<file path="config.mk">
export PLATFORM = sky130hd
export DESIGN_NAME = velocity_command_safety_gate
export DESIGN_NICKNAME = d
export VERILOG_FILES = /design/src/hdl/vcsg_pkg.sv /design/src/hdl/velocity_command_safety_gate.sv /design/src/hdl/vcsg_front.sv /design/src/hdl/vcsg_queue.sv /design/src/hdl/vcsg_back.sv
export SDC_FILE = /design/constraint.sdc
export NUM_CORES = 1
export LEC_CHECK = 0
export BUFFER_PORTS_ARGS = -buffer_cell sky130_fd_sc_hd__buf_4
export CELL_PAD_IN_SITES_DETAIL_PLACEMENT = 1
export CELL_PAD_IN_SITES_GLOBAL_PLACEMENT = 1
export CORE_MARGIN = 2
export CORE_UTILIZATION = 43
export DETAILED_ROUTE_END_ITERATION = 10
export PLACE_DENSITY_LB_ADDON = 0.08
export SLEW_MARGIN = 10
export SYNTH_ARGS = -nofsm -noshare
export SYNTH_HDL_FRONTEND = slang
export SYNTH_SLANG_ARGS = --single-unit
</file>
<file path="constraint.sdc">
create_clock -name aclk -period 26.9 [get_ports aclk]
set_input_delay 1.345 -clock aclk [delete_from_list [all_inputs] [get_ports aclk]]
set_output_delay 1.345 -clock aclk [all_outputs]
set_load 0.01 [all_outputs]
</file>
<file path="src/hdl/vcsg_pkg.sv">
// Shared types, codes and constants of the velocity command safety gate.
`default_nettype none

package vcsg_pkg;

    localparam int TIME_BITS      = 48;
    localparam int VEL_BITS       = 32;
    localparam int CFG_BITS       = 24;
    localparam int CFG_INDEX_BITS = 2;
    localparam int NUM_AXES       = 6;

    localparam logic [CFG_BITS-1:0] INPUT_TIMEOUT_RESET   = CFG_BITS'(500000);
    localparam logic [CFG_BITS-1:0] MANUAL_PRIORITY_RESET = CFG_BITS'(300000);

    typedef enum logic [2:0] {
        MODE_AUTO   = 3'd0,
        MODE_MANUAL = 3'd1,
        MODE_STOP   = 3'd2,
        MODE_RESET  = 3'd3,
        MODE_TICK   = 3'd4
    } mode_t;

    typedef enum logic [CFG_INDEX_BITS-1:0] {
        CFG_INPUT_TIMEOUT   = 2'd0,
        CFG_MANUAL_PRIORITY = 2'd1
    } cfg_index_t;

    localparam logic KIND_VEL    = 1'b0;
    localparam logic KIND_STATUS = 1'b1;

    typedef logic [NUM_AXES-1:0][VEL_BITS-1:0] vel_vec_t;

    // One queued entry: one or two results of a single input item.
    typedef struct packed {
        logic     two_results;
        logic     kind_first;
        logic     kind_second;
        logic     stop_active;
        vel_vec_t vel;
    } entry_t;

endpackage

`default_nettype wire

</file>
<file path="src/hdl/velocity_command_safety_gate.sv">
// Top level of the velocity command safety gate.
//
// Gates autonomous and manual velocity commands, latches an emergency stop and
// answers timer ticks with zero velocity when stopped or when input has gone
// stale. The front end takes one input beat per cycle while the queue is not full
// and updates the gate state at once; each item that gives results leaves one
// entry in a two-entry queue. The back end drains that queue through a single
// output register, one result beat per cycle while the output is ready: an item
// with one result gives one beat, a stop or reset with two results gives two, and
// an item with no result uses an input beat only. Configuration registers are
// written directly out of reset with cfg_wr_en high; indexes 2 and 3 are ignored.
`default_nettype none

module velocity_command_safety_gate (
    input  wire logic                                     aclk,
    input  wire logic                                     aresetn,
    input  wire logic                                     s_valid,
    output logic                                          s_ready,
    input  wire logic [2:0]                               s_mode,
    input  wire logic [vcsg_pkg::TIME_BITS-1:0]           s_time_us,
    input  wire logic                                     s_flag_in,
    input  wire logic signed [vcsg_pkg::VEL_BITS-1:0]     s_linear_x_in,
    input  wire logic signed [vcsg_pkg::VEL_BITS-1:0]     s_linear_y_in,
    input  wire logic signed [vcsg_pkg::VEL_BITS-1:0]     s_linear_z_in,
    input  wire logic signed [vcsg_pkg::VEL_BITS-1:0]     s_angular_x_in,
    input  wire logic signed [vcsg_pkg::VEL_BITS-1:0]     s_angular_y_in,
    input  wire logic signed [vcsg_pkg::VEL_BITS-1:0]     s_angular_z_in,
    output logic                                          m_valid,
    input  wire logic                                     m_ready,
    output logic                                          m_kind,
    output logic signed [vcsg_pkg::VEL_BITS-1:0]          m_linear_x_out,
    output logic signed [vcsg_pkg::VEL_BITS-1:0]          m_linear_y_out,
    output logic signed [vcsg_pkg::VEL_BITS-1:0]          m_linear_z_out,
    output logic signed [vcsg_pkg::VEL_BITS-1:0]          m_angular_x_out,
    output logic signed [vcsg_pkg::VEL_BITS-1:0]          m_angular_y_out,
    output logic signed [vcsg_pkg::VEL_BITS-1:0]          m_angular_z_out,
    output logic                                          m_stop_active,
    output logic                                          m_last_of_run,
    input  wire logic                                     cfg_wr_en,
    input  wire logic [vcsg_pkg::CFG_INDEX_BITS-1:0]      cfg_index,
    input  wire logic [vcsg_pkg::CFG_BITS-1:0]            cfg_wdata
);
    import vcsg_pkg::*;

    vel_vec_t in_vel;
    vel_vec_t out_vel;
    entry_t   push_entry;
    entry_t   head_entry;
    logic     q_push;
    logic     q_full;
    logic     q_pop;
    logic     head_valid;

    assign in_vel[0] = s_linear_x_in;
    assign in_vel[1] = s_linear_y_in;
    assign in_vel[2] = s_linear_z_in;
    assign in_vel[3] = s_angular_x_in;
    assign in_vel[4] = s_angular_y_in;
    assign in_vel[5] = s_angular_z_in;

    vcsg_front u_front (
        .aclk       (aclk),
        .aresetn    (aresetn),
        .in_valid   (s_valid),
        .in_ready   (s_ready),
        .in_mode    (s_mode),
        .in_time_us (s_time_us),
        .in_flag    (s_flag_in),
        .in_vel     (in_vel),
        .cfg_wr_en  (cfg_wr_en),
        .cfg_index  (cfg_index),
        .cfg_wdata  (cfg_wdata),
        .q_full     (q_full),
        .q_push     (q_push),
        .q_entry    (push_entry)
    );

    vcsg_queue u_queue (
        .aclk       (aclk),
        .aresetn    (aresetn),
        .push       (q_push),
        .push_entry (push_entry),
        .full       (q_full),
        .pop        (q_pop),
        .head_valid (head_valid),
        .head_entry (head_entry)
    );

    vcsg_back u_back (
        .aclk            (aclk),
        .aresetn         (aresetn),
        .head_valid      (head_valid),
        .head_entry      (head_entry),
        .pop             (q_pop),
        .out_valid       (m_valid),
        .out_ready       (m_ready),
        .out_kind        (m_kind),
        .out_vel         (out_vel),
        .out_stop_active (m_stop_active),
        .out_last        (m_last_of_run)
    );

    assign m_linear_x_out  = out_vel[0];
    assign m_linear_y_out  = out_vel[1];
    assign m_linear_z_out  = out_vel[2];
    assign m_angular_x_out = out_vel[3];
    assign m_angular_y_out = out_vel[4];
    assign m_angular_z_out = out_vel[5];

endmodule

`default_nettype wire

</file>
<file path="src/hdl/vcsg_front.sv">
// Front end: accepts input beats, keeps the gate state and classifies each item.
`default_nettype none

module vcsg_front (
    input  wire logic                                       aclk,
    input  wire logic                                       aresetn,
    input  wire logic                                       in_valid,
    output logic                                            in_ready,
    input  wire logic [2:0]                                 in_mode,
    input  wire logic [vcsg_pkg::TIME_BITS-1:0]             in_time_us,
    input  wire logic                                       in_flag,
    input  wire vcsg_pkg::vel_vec_t                         in_vel,
    input  wire logic                                       cfg_wr_en,
    input  wire logic [vcsg_pkg::CFG_INDEX_BITS-1:0]        cfg_index,
    input  wire logic [vcsg_pkg::CFG_BITS-1:0]              cfg_wdata,
    input  wire logic                                       q_full,
    output logic                                            q_push,
    output vcsg_pkg::entry_t                                q_entry
);
    import vcsg_pkg::*;

    logic [CFG_BITS-1:0]  input_timeout_reg;
    logic [CFG_BITS-1:0]  manual_priority_reg;
    logic                 stop_latched_reg, stop_latched_next;
    logic                 input_seen_reg, input_seen_next;
    logic [TIME_BITS-1:0] last_input_time_reg, last_input_time_next;
    logic                 manual_seen_reg, manual_seen_next;
    logic [TIME_BITS-1:0] last_manual_time_reg, last_manual_time_next;

    logic                 accept;
    logic [TIME_BITS-1:0] manual_age;
    logic [TIME_BITS-1:0] input_age;
    logic                 manual_holds;
    logic                 input_stale;
    logic                 emit;

    assign in_ready = !q_full;
    assign accept   = in_valid && in_ready;

    assign manual_age   = in_time_us - last_manual_time_reg;
    assign input_age    = in_time_us - last_input_time_reg;
    assign manual_holds = manual_seen_reg && (manual_age <= TIME_BITS'(manual_priority_reg));
    assign input_stale  = input_seen_reg && (input_age > TIME_BITS'(input_timeout_reg));

    always_comb begin
        stop_latched_next     = stop_latched_reg;
        input_seen_next       = input_seen_reg;
        last_input_time_next  = last_input_time_reg;
        manual_seen_next      = manual_seen_reg;
        last_manual_time_next = last_manual_time_reg;
        emit                  = 1'b0;
        q_entry.two_results   = 1'b0;
        q_entry.kind_first    = KIND_VEL;
        q_entry.kind_second   = KIND_VEL;
        q_entry.stop_active   = stop_latched_reg;
        q_entry.vel           = '0;
        unique case (in_mode)
            MODE_AUTO: begin
                if (!manual_holds) begin
                    emit                 = 1'b1;
                    input_seen_next      = 1'b1;
                    last_input_time_next = in_time_us;
                    if (!stop_latched_reg) begin
                        q_entry.vel = in_vel;
                    end
                end
            end
            MODE_MANUAL: begin
                emit                  = 1'b1;
                input_seen_next       = 1'b1;
                last_input_time_next  = in_time_us;
                manual_seen_next      = 1'b1;
                last_manual_time_next = in_time_us;
                if (!stop_latched_reg) begin
                    q_entry.vel = in_vel;
                end
            end
            MODE_STOP: begin
                if (in_flag) begin
                    emit                = 1'b1;
                    stop_latched_next   = 1'b1;
                    q_entry.stop_active = 1'b1;
                    // status first on a fresh latch, then the zero velocity
                    if (!stop_latched_reg) begin
                        q_entry.two_results = 1'b1;
                        q_entry.kind_first  = KIND_STATUS;
                    end
                end
            end
            MODE_RESET: begin
                if (in_flag) begin
                    emit                = 1'b1;
                    stop_latched_next   = 1'b0;
                    q_entry.stop_active = 1'b0;
                    if (stop_latched_reg) begin
                        q_entry.two_results = 1'b1;
                        q_entry.kind_second = KIND_STATUS;
                    end else begin
                        q_entry.kind_first  = KIND_STATUS;
                    end
                end
            end
            MODE_TICK: begin
                emit = stop_latched_reg || input_stale;
            end
            default: begin
                emit = 1'b0;
            end
        endcase
    end

    assign q_push = accept && emit;

    always_ff @(posedge aclk) begin
        if (!aresetn) begin
            input_timeout_reg    <= INPUT_TIMEOUT_RESET;
            manual_priority_reg  <= MANUAL_PRIORITY_RESET;
            stop_latched_reg     <= 1'b0;
            input_seen_reg       <= 1'b0;
            last_input_time_reg  <= '0;
            manual_seen_reg      <= 1'b0;
            last_manual_time_reg <= '0;
        end else begin
            if (cfg_wr_en) begin
                if (cfg_index == CFG_INPUT_TIMEOUT) begin
                    input_timeout_reg <= cfg_wdata;
                end
                if (cfg_index == CFG_MANUAL_PRIORITY) begin
                    manual_priority_reg <= cfg_wdata;
                end
            end
            if (accept) begin
                stop_latched_reg     <= stop_latched_next;
                input_seen_reg       <= input_seen_next;
                last_input_time_reg  <= last_input_time_next;
                manual_seen_reg      <= manual_seen_next;
                last_manual_time_reg <= last_manual_time_next;
            end
        end
    end

endmodule

`default_nettype wire

</file>
<file path="src/hdl/vcsg_queue.sv">
// Two-entry queue between the front end and the result sequencer.
`default_nettype none

module vcsg_queue (
    input  wire logic              aclk,
    input  wire logic              aresetn,
    input  wire logic              push,
    input  wire vcsg_pkg::entry_t  push_entry,
    output logic                   full,
    input  wire logic              pop,
    output logic                   head_valid,
    output vcsg_pkg::entry_t       head_entry
);
    import vcsg_pkg::*;

    entry_t     slot_reg [2];
    logic       wr_ptr_reg;
    logic       rd_ptr_reg;
    logic [1:0] count_reg;

    assign full       = (count_reg == 2'd2);
    assign head_valid = (count_reg != 2'd0);
    assign head_entry = slot_reg[rd_ptr_reg];

    always_ff @(posedge aclk) begin
        if (push) begin
            slot_reg[wr_ptr_reg] <= push_entry;
        end
    end

    always_ff @(posedge aclk) begin
        if (!aresetn) begin
            wr_ptr_reg <= 1'b0;
            rd_ptr_reg <= 1'b0;
            count_reg  <= 2'd0;
        end else begin
            if (push) begin
                wr_ptr_reg <= !wr_ptr_reg;
            end
            if (pop) begin
                rd_ptr_reg <= !rd_ptr_reg;
            end
            if (push && !pop) begin
                count_reg <= count_reg + 2'd1;
            end else if (pop && !push) begin
                count_reg <= count_reg - 2'd1;
            end
        end
    end

endmodule

`default_nettype wire

</file>
<file path="src/hdl/vcsg_back.sv">
// Back end: unrolls each queued entry into result beats through an output register.
`default_nettype none

module vcsg_back (
    input  wire logic              aclk,
    input  wire logic              aresetn,
    input  wire logic              head_valid,
    input  wire vcsg_pkg::entry_t  head_entry,
    output logic                   pop,
    output logic                   out_valid,
    input  wire logic              out_ready,
    output logic                   out_kind,
    output vcsg_pkg::vel_vec_t     out_vel,
    output logic                   out_stop_active,
    output logic                   out_last
);
    import vcsg_pkg::*;

    logic     valid_reg;
    logic     phase_reg, phase_next;
    logic     kind_reg;
    vel_vec_t vel_reg;
    logic     stop_reg;
    logic     last_reg;

    logic     load;
    logic     last_next;

    // load a queued entry whenever the output register is empty or its beat leaves now
    assign load      = head_valid && (!valid_reg || out_ready);
    assign last_next = !head_entry.two_results || phase_reg;
    assign pop       = load && last_next;

    always_comb begin
        phase_next = phase_reg;
        if (load) begin
            phase_next = !last_next;
        end
    end

    always_ff @(posedge aclk) begin
        if (load) begin
            kind_reg <= phase_reg ? head_entry.kind_second : head_entry.kind_first;
            vel_reg  <= head_entry.vel;
            stop_reg <= head_entry.stop_active;
            last_reg <= last_next;
        end
    end

    always_ff @(posedge aclk) begin
        if (!aresetn) begin
            valid_reg <= 1'b0;
            phase_reg <= 1'b0;
        end else begin
            phase_reg <= phase_next;
            if (load) begin
                valid_reg <= 1'b1;
            end else if (out_ready) begin
                valid_reg <= 1'b0;
            end
        end
    end

    assign out_valid       = valid_reg;
    assign out_kind        = kind_reg;
    assign out_vel         = vel_reg;
    assign out_stop_active = stop_reg;
    assign out_last        = last_reg;

endmodule

`default_nettype wire
</file>
# [Word level (Yosys, flattened, before mapping)]
# Memories as Yosys holds them, arrays and structs flattened. A register that Yosys moved wholly into a read port is not among the register bits.
# Cells that the tools add are included.
[op_classes] n_eq_ne=8 n_reduce_logical=32 n_mux=30 magnitude_cmp=2 addsub=4
[ops] op="192-bit 2-to-1 mux" count=2
[ops] op="192-bit case mux with 2 select lines" count=1
[ops] op="48-bit case mux with 2 select lines" count=1
[ops] op="48-bit subtractor" count=2
[ops] op="48-bit by 24-bit > comparator with 1-bit output" count=1
[ops] op="48-bit by 24-bit less-or-equal comparator with 1-bit output" count=1
[ops] op="48-bit 2-to-1 mux" count=1
[ops] op="1-bit 2-to-1 mux" count=15
[ops] op="2-bit nonzero test" count=5
[ops] op="1-bit logical AND" count=8
[ops] op="1-bit logical NOT" count=8
[ops] op="2-bit 2-to-1 mux" count=4
[ops] op="3-bit by 2-bit equality test with 1-bit output, second input constant" count=2
[ops] op="1-bit case mux with 2 select lines" count=3
[ops] op="2-bit AND reduction" count=3
[ops] op="3-bit AND reduction" count=2
[ops] op="4-bit 2-to-1 mux" count=1
[ops] op="2-bit != test, second input constant" count=2
[ops] op="1-bit case mux with 4 select lines" count=1
[ops] op="2-bit case mux with 2 select lines" count=1
[ops] op="3-bit by 1-bit equality test with 1-bit output, second input constant" count=1
[ops] op="3-bit equality test, second input constant" count=1
[ops] op="3-bit logical NOT" count=1
[ops] op="1-bit logical OR" count=3
[ops] op="other kinds (6)" count=6
[totals] word_cells=98 inputBits=275 reg_bits=348 mem_count=1 ramBits=392 out_inout_bits=197
[mem_list] memory="u_queue.slot_reg" words=2 width=196 rd=1 rd_ports_with_merged_regs=1 wr=1 line_no="vcsg_queue.sv:16" source="entry_t slot_reg [2];"

# [Depth between registers and ports, before layout]
# Gate-level depths: netlist of the first run.
[depth] ltp_word=10 ltp_mapped=28 ltp_nobuf=26

# [Cells and area by module]
# Synthesis of the first run repeated with hierarchy kept, for this count alone.
[hier_totals] hier_cells=2922 hier_area_um2=35525.3
[modules_own_cells] mod="vcsg_queue" area_per_inst_um2=14939.3 cells_each=632 seq_area_each_um2=11871.4 n_inst=1
[modules_own_cells] mod="vcsg_front" area_per_inst_um2=14610.3 cells_each=2081 seq_area_each_um2=2942.8 n_inst=1
[modules_own_cells] mod="vcsg_back" area_per_inst_um2=5975.7 cells_each=209 seq_area_each_um2=5895.7 n_inst=1

# [Least setup slack after synthesis of the first run]
# No wires, ideal clock.
[synth_timing] kind="input -> register" start="in s_time_us[0] in the netlist's numbering" end="mem u_queue.slot_reg[0][0] in the netlist's numbering, enable pin" t_arrival_ps=14098 required_time_ps=26084 stages=24 slack_ps=11985 path_buffers=2 cell_sequence="inv_1 > ha_1 > fa_1 > nor2b_1 > o2111ai_1 > a21oi_1 > nor2_1 > o221ai_1 > nand3_1 > nand2_1 > xor2_1 > ha_1 > nand4_1 > nor3_1 > a221o_1 > o31ai_1 > o2111ai_1 > nor4_1 > nand4_1 > a2111oi_2 > nand2b_1 > buf_6 > buf_8 > a21oi_1"
[synth_via] elab_chain_cells=8 elab_cells_between_ends=12 classes_between="add/sub: 2; order compare: 2; mux: 4; reduce/logical: 4"
[synth_rtl] item="from (decl)" line_no="velocity_command_safety_gate.sv:20" source="input wire logic [vcsg_pkg::TIME_BITS-1:0] s_time_us,"
[synth_rtl] item="48-bit subtractor (on tied branches)" line_no="vcsg_front.sv:40, vcsg_front.sv:41"
[synth_rtl] item="48-bit by 24-bit less-or-equal comparator with 1-bit output or 48-bit by 24-bit > comparator with 1-bit output (tied branches)" line_no="vcsg_front.sv:42, vcsg_front.sv:43"
[synth_rtl] item="1-bit logical AND (on tied branches)" line_no="vcsg_front.sv:42, vcsg_front.sv:43"
[synth_rtl] item="1-bit 2-to-1 mux or 1-bit logical OR (tied branches)" line_no="vcsg_front.sv:59, vcsg_front.sv:104"
[synth_rtl] item="1-bit case mux with 4 select lines *" line_no="vcsg_front.sv:57" source="unique case (in_mode)"
[synth_rtl] item="1-bit logical AND *" line_no="vcsg_front.sv:112" source="assign q_push = accept && emit;"
[synth_rtl] item="1-bit 2-to-1 mux *" line_no="vcsg_queue.sv:26" source="if (push) begin"
[synth_rtl] item="1-bit 2-to-1 mux (implied by the code) *" line_no="vcsg_queue.sv:27" source="slot_reg[wr_ptr_reg] <= push_entry;"
[synth_rtl] item="to (decl)" line_no="vcsg_queue.sv:16"
# Mark *: on every way between the ends. The rest lies on a longest branch, timed or not.

# [Final worst setup path of the first run]
[layout_timing] start="in s_time_us[0] in the netlist's numbering" end="mem u_queue.slot_reg[1][180] in the netlist's numbering, enable pin"
# The elaborated chain is that of the path after synthesis.

==> flow_summary_export.csv, run 1 <==
group,metric,value,unit
status,status,"completed",
setup_path,crit_path_end_kind,"flop",
floorplan,fp.dieH,287,µm
pwr,power.leakage,15.4,nW
sta,maxSlewHeadroom,19.6,%
hold_path,hp-class,"flop to flop",
floorplan,start_util,43.5,%
cells_and_area,syn_to_final_growth,20.9,%
detailed_routing,routed-wl-met2,53300,µm
cells_and_area,fin_nets,3732,
clock_tree,cts_buffers,81,
floorplan,dieArea,82400,µm²
clock_tree,hold_buffers,0,
sta,worstMarginPinSlew,1.21,ns
floorplan,fp.dieW,287,µm
floorplan,io_pins,472,
yosys,synth-seq-area-share,60.1,%
setup_path,r2r_end,"u_queue.slot_reg[1][180]",
sta,min_period_over_period,32.6,%
global_route,antenna_found_initial,7,
clock_tree,clk_pin_slew_worst_paths,0.06,ns
global_route,grt_max_degree,166,
pwr,peakVddDrop,0.0537,mV
global_route,grtUsageTotal,25.0,%
setup_path,regToRegStartpoint,"u_front.last_manual_time_reg[0]",
setup_path,critical_path_class,"input pin to flop",
place,dpl.hpwl,77100,µm
pwr,finalPower,3.29,mW
cells_and_area,num-fill-cells,8295,
detailed_routing,met1_length,43700,µm
yosys,synth_common_cells,"587 x edfxtp_1, 309 x nand2_1, 221 x a21oi_1",
yosys,async_reset_ff_share,0,%
yosys,synth_most_common_cell,"edfxtp_1",
sta,finalHoldViolCount,0,
yosys,yosys.area.top_type,"edfxtp_1",
setup_path,cpMostUsedCell,"buf_4",
clock_tree,clockBufferDepth,3,
yosys,syn-num-nets,3288,
sta,finalSetupViolCount,0,
clock_tree,postCtsSetupBuffers,0,
yosys,synth.yosys.warnings,0,
detailed_routing,viasPerCell,5.44,
place,post-place-ws,17.15,ns
detailed_routing,ant_nets,0,
hold_path,min_to,"u_front.last_manual_time_reg[21]",
detailed_routing,wl_met3,5070,µm
global_route,grt_pass1_vias,25615,
detailed_routing,highest_layer,"met5",
pwr,p_int,2.33,mW
global_route,grt_pass1_wl,157000,µm
yosys,syn_inst,2868,
yosys,synth_area,34400,µm²
pwr,power_switching,0.957,mW
yosys,synth-edff-count,587,
cells_and_area,largest_reg_flops,392,
pwr,p_seq_share,45.3,%
pwr,powerDensity,79.1,nW/µm²
setup_path,reg2reg_depth,24,
pwr,clkPwrFrac,32.6,%
cells_and_area,drive_gt1_share,24.5,%
sta,rsz0062_at_grt,"false",
sta,worst_slack,18.14,ns
global_route,grt_overflow,0,
pwr,power_frac_comb,22.1,%
setup_path,worstPathArrival,9.00,ns
setup_path,cp-start-kind,"input pin",
detailed_routing,num_vias,24141,
place,place.gp.congestion,0.890,
place,io_buffers,471,
floorplan,core,79100,µm²
detailed_routing,route.detailed.drc,0,
clock_tree,cts_tree,"built",
floorplan,rows,103,
setup_path,slowest_stage,"nand2b_1",
yosys,ys.flop_type,"edfxtp_1",
hold_path,hold_start,"u_front.last_manual_time_reg[21]",
yosys,avgSynthCellArea,12.0,µm²
yosys,synth_top_area_share,51.2,%
hold_path,min_delay_path_depth,2,
clock_tree,h-tree-depth,3,
setup_path,required,27.14,ns
clock_tree,root_buffer,"clkbuf_16",
clock_tree,cts_resized,0,
yosys,synth.distinct_cells,73,
detailed_routing,dr.pass1.iters,5,
sta,clock_skew,0.0651,ns
setup_path,reg2reg_setup_slack,18.68,ns
sta,drv_slew,0,
clock_tree,clock_sinks,741,
run,drv_cap,0,
sta,finalSetupTns,0,ns
yosys,ys_top_cells_by_area,"edfxtp_1 51%, dfxtp_1 9.0%, mux2_2 6.4%",
detailed_routing,drtIter0Drc,1143,
setup_path,cp_max_fo,70,
sta,period_needed,8.76,ns
pwr,switching_share,29.1,%
setup_path,cp_slowest_stage_delay,0.95,ns
clock_tree,clkLatencyLatePin,0.66,ns
detailed_routing,detail_route.wl_per_cell,23.7,µm
detailed_routing,routed_wl,105000,µm
sta,fmax,0.114,GHz
yosys,ys_seq_elements,741,
==> power groups by stage <==
stage | clock, mW | sequential (mW) | combinational (mW)
after floorplan | 0 | 1.59 | 0.350
after global placement | 0 | 1.51 | 0.717
after detailed placement | 0 | 1.52 | 0.730
after CTS | 1.10 | 1.50 | 0.735
after global routing | 1.14 | 1.50 | 0.786
final | 1.07 | 1.49 | 0.728
==> per-stage QoR <==
step	hold slack (ns)	std cells	utilization (%)	area [µm²]
2_1_floorplan	0.435	2868	-	34400
3_3_place_gp	0.442	4277	49.2	39000
3_5_place_dp	0.448	4277	49.2	39000
4_1_cts	0.456	4426	52.5	41500
5_1_grt	0.475	4431	52.6	41600
6_report	0.453	4435	52.6	41600
==> layout make-up <==
cell class	instances	area, µm²	share of cell area, %
clock buffers	110	2210	5.30
flip-flops and latches	741	20700	49.8
repair buffers	490	3740	9.00
clock inverters	39	378	0.908
inverters	170	641	1.54
well taps	1050	1310	3.16
multi-input cells	1828	12600	30.3
diodes	7	17.5	0.0421
==> per-layer routing <==
layer,vias to the layer above,global-route usage [%]
met5,-,0
met4,2,7.06
met3,149,4.29
met2,535,44.3
met1,12163,31.4
li1,11292,-
==> cells by family after synthesis <==
logic type	count (synthesis)	share of synthesized area, %
mux	256	8.19
compound gates	511	9.26
flops	741	60.1
xor+xnor	62	1.58
simple gates	854	12.1
fa+ha+maj	145	5.31
buf+inv	299	3.41
==> how the worst max path moves through the flow <==
| stage | start | to | slack, ns | cells after the start |
|---|---|---|---|---|
| floorplan | s_time_us[0] | u_queue.slot_reg[0][0] | 11.99 | 24 |
| global placement | s_time_us[0] | u_queue.slot_reg[1][148] | 17.25 | 26 |
| detailed placement | s_time_us[6] | u_queue.slot_reg[1][148] | 17.15 | 24 |
| CTS | s_time_us[6] | u_queue.slot_reg[1][180] | 17.80 | 24 |
| global route | s_time_us[0] | u_queue.slot_reg[1][180] | 17.61 | 26 |
| finish | s_time_us[0] | u_queue.slot_reg[1][180] | 18.14 | 26 |
==> critical path, delay by kind of cell <==
family,cells,cell delay (ns)
xor gates and xnor gates,1,0.15
adders and majority gates,3,0.92
buffers and inverters,5,1.56
AOI/OAI and AO/OA,9,2.70
and+or+nand+nor,8,2.22
==> layout by cell type, fill, tap and decap left out, drive strengths merged, types with 34 or more instances in the layout <==
master  netlist  layout
o21ai        82      82
nor2        151     151
dfxtp       154     154
mux2        197     197
a21o         34      34
edfxtp      587     587
ha          143     143
a21oi       225     225
mux2i        58      58
and2        199     199
buf          13     490
nand4        50      50
clkbuf      116     110
nand2       309     309
inv         170     174
No activity file was read; power rests on OpenSTA's default activity.
==> run 2: changes to the inputs <==
CORE_UTILIZATION = 42   (was 43)
clock period = 7.3 ns   (was 26.9 ns; I/O delays follow)
==> run 2 against run 1 <==
Effect of this change: clock skew fell by 0.029 ns; sequential share of layout area fell by 0.73 points; cell area rose by 1.5%; worst setup slack got worse by 18 ns; critical endpoint is now u_queue.slot_reg[1][150]; first-iteration DRC count rose by 15%; utilization fell by 0.33 points; global-route usage fell by 0.49 points; largest power group unchanged; die area rose by 2.3%; critical path type unchanged.
==> flow_summary_export.csv, run 2 (same netlist as run 1, synthesis figures left out) <==
group,metric,value,unit
clock_tree,clkLatencyLatePin,0.65,ns
setup_path,path_cells,"dlygate4sd3_1, buf_4, ha_1, a21o_1, a21oi_1, a2111oi_0, buf_4, o31ai_1, nand2_1, xor2_1, ha_1, and3_1, a221o_1, a221oi_1, a32o_1, nand4_1, nor4_1, nand4_1, nor4_1, a31o_2, a21oi_4, buf_12",
global_route,met2_usage,42.9,%
cells_and_area,num-fill-cells,8429,
floorplan,fp.dieH,290,µm
setup_path,reg2reg_setup_slack,0.68,ns
global_route,use_met1,30.5,%
detailed_routing,detail_route.wl_per_cell,23.5,µm
cells_and_area,utilization,52.3,%
setup_path,cp_max_fo,153,
setup_path,path_buf_inv,4,
sta,rsz0062_at_grt,"false",
setup_path,required,7.48,ns
setup_path,worstPathArrival,6.88,ns
hold_path,min_to,"u_front.last_input_time_reg[7]",
clock_tree,cts_buffers,82,
pwr,peakVddDrop,0.422,mV
detailed_routing,drtIter0Drc,1318,
pwr,power.leakage,15.6,nW
global_route,grtUsageTotal,24.5,%
global_route,grt_pass1_wl,158000,µm
sta,finalHoldViolCount,0,
cells_and_area,syn_to_final_growth,22.7,%
floorplan,start_util,42.6,%
clock_tree,clock_sinks,741,
place,dpl.hpwl,76400,µm
global_route,grtUsageMet3,4.73,%
detailed_routing,ant_nets,0,
clock_tree,cts_resized,0,
global_route,grt_max_degree,193,
setup_path,cp-start-kind,"input pin",
floorplan,dieArea,84300,µm²
setup_path,regToRegStartpoint,"u_front.last_input_time_reg[3]",
cells_and_area,layout_commonest_cell,"edfxtp_1",
detailed_routing,dr.pass1.iters,5,
place,post-place-ws,0.749,ns
cells_and_area,stdcell_area,42200,µm²
setup_path,critPathLaunch,"s_time_us[3]",
global_route,busiest_layer,"met2",
detailed_routing,route.detailed.drc,0,
sta,finalSetupViolCount,0,
setup_path,reg2reg_depth,21,
cells_and_area,fin_nets,3773,
sta,min_period_over_period,91.7,%
place,io_buffers,471,
pwr,powerDensity,295,nW/µm²
setup_path,critical_path_class,"input pin to flop",
pwr,finalPower,12.5,mW
sta,period_needed,6.69,ns
detailed_routing,num_vias,24136,
clock_tree,root_buffer,"clkbuf_16",
run,drv_cap,0,
cells_and_area,layout_common_cells,"587 x edfxtp_1, 482 x buf_4, 309 x nand2_1, 219 x a21oi_1, 199 x and2_1",
hold_path,min_delay_path_depth,3,
clock_tree,clk_pin_slew_worst_paths,0.06,ns
cells_and_area,drive_gt1_share,24.3,%
global_route,grt_pass1_vias,25624,
setup_path,crit_family,"compound AO/OA/AOI/OAI gates",
floorplan,fp.dieW,290,µm
floorplan,rows,104,
clock_tree,hold_buffers,44,
status,status,"completed",
clock_tree,postCtsSetupBuffers,0,
sta,drv_slew,0,
place,place.gp.congestion,0.923,
sta,clock_skew,0.0357,ns
setup_path,crit_path_end_kind,"flop",
clock_tree,clockBufferDepth,3,
hold_path,hp-class,"input pin to flop",
detailed_routing,routed_wl,105000,µm
sta,fmax,0.149,GHz
sta,maxSlewHeadroom,22.8,%
hold_path,hold_start,"s_time_us[7]",
place,dp_cells,4285,
setup_path,r2r_end,"u_queue.slot_reg[1][150]",
sta,whs,0.0238,ns
global_route,antenna_found_initial,16,
floorplan,core,80800,µm²
cells_and_area,largest_reg_flops,392,
sta,finalSetupTns,0,ns
floorplan,io_pins,472,
sta,worst_slack,0.605,ns
detailed_routing,viasPerCell,5.38,
cells_and_area,fin_cells,4488,
place,place_area,39000,µm²
sta,worstMarginPinSlew,1.16,ns
setup_path,cp_slowest_stage_delay,0.58,ns
clock_tree,h-tree-depth,3,
global_route,grt_overflow,0,
clock_tree,cts_tree,"built",
setup_path,slowest_stage,"o31ai_1",
-- run 2: cell count changes in the layout (fill, tap and decap cells not counted), moves of 2 or more --
cell,change
diode_2,+4
buf_16,-2
dlygate4sd3_1,+44
buf_12,+2
clkinv_16,-2
clkbuf_8,-7
bufinv_16,+11
clkbuf_1,-4
clkinv_1,-5
clkinv_2,+4
buf_4,-4
-- run 2: how the worst max path moves through the flow --
stage          depth (start not counted)  slack (ns)                  endpoint
2_1_floorplan                         24       0.009    u_queue.slot_reg[0][0]
3_3_place_gp                          26        0.80      u_queue.count_reg[1]
6_report                              22        0.61  u_queue.slot_reg[1][150]
4_1_cts                               24        0.84    u_queue.slot_reg[1][5]
5_1_grt                               25        0.32  u_queue.slot_reg[1][150]
3_5_place_dp                          23        0.75  u_queue.slot_reg[1][149]
-- run 2: worst reg2reg max path, delay by kind of cell (launching register included) --
family / cells / cell delay (ns)
adders and majority gates: 2 / 0.62
buffers and inverters: 3 / 0.50
DFF: 1 / 0.33
xor gates and xnor gates: 1 / 0.24
and+or+nand+nor: 6 / 1.49
AOI/OAI and AO/OA: 9 / 2.72
-- run 2: routing by layer --
layer	vias to the layer above	share of wire (%)
met2	535	51
met1	12068	42
li1	11375	-
met3	148	5.1
met5	-	0.061
met4	10	2.4
-- run 2: layout make-up --
| type | instances | area (µm²) | share of cell area [%] |
|---|---|---|---|
| Sequential cell | 741 | 20700 | 49.0 |
| Multi-Input combinational cell | 1828 | 12600 | 29.9 |
| Timing Repair Buffer | 530 | 4140 | 9.80 |
| Clock buffer | 100 | 2120 | 5.02 |
| Tap cell | 1060 | 1330 | 3.14 |
| Clock inverter | 48 | 653 | 1.55 |
| Inverter | 170 | 641 | 1.52 |
| Antenna cell | 11 | 27.5 | 0.0652 |
-- run 2: where the power goes --
| group | internal, mW | switching (mW) |
|---|---|---|
| clock | 2.54 | 1.73 |
| combinational | 1.11 | 1.56 |
| sequential | 5.28 | 0.228 |
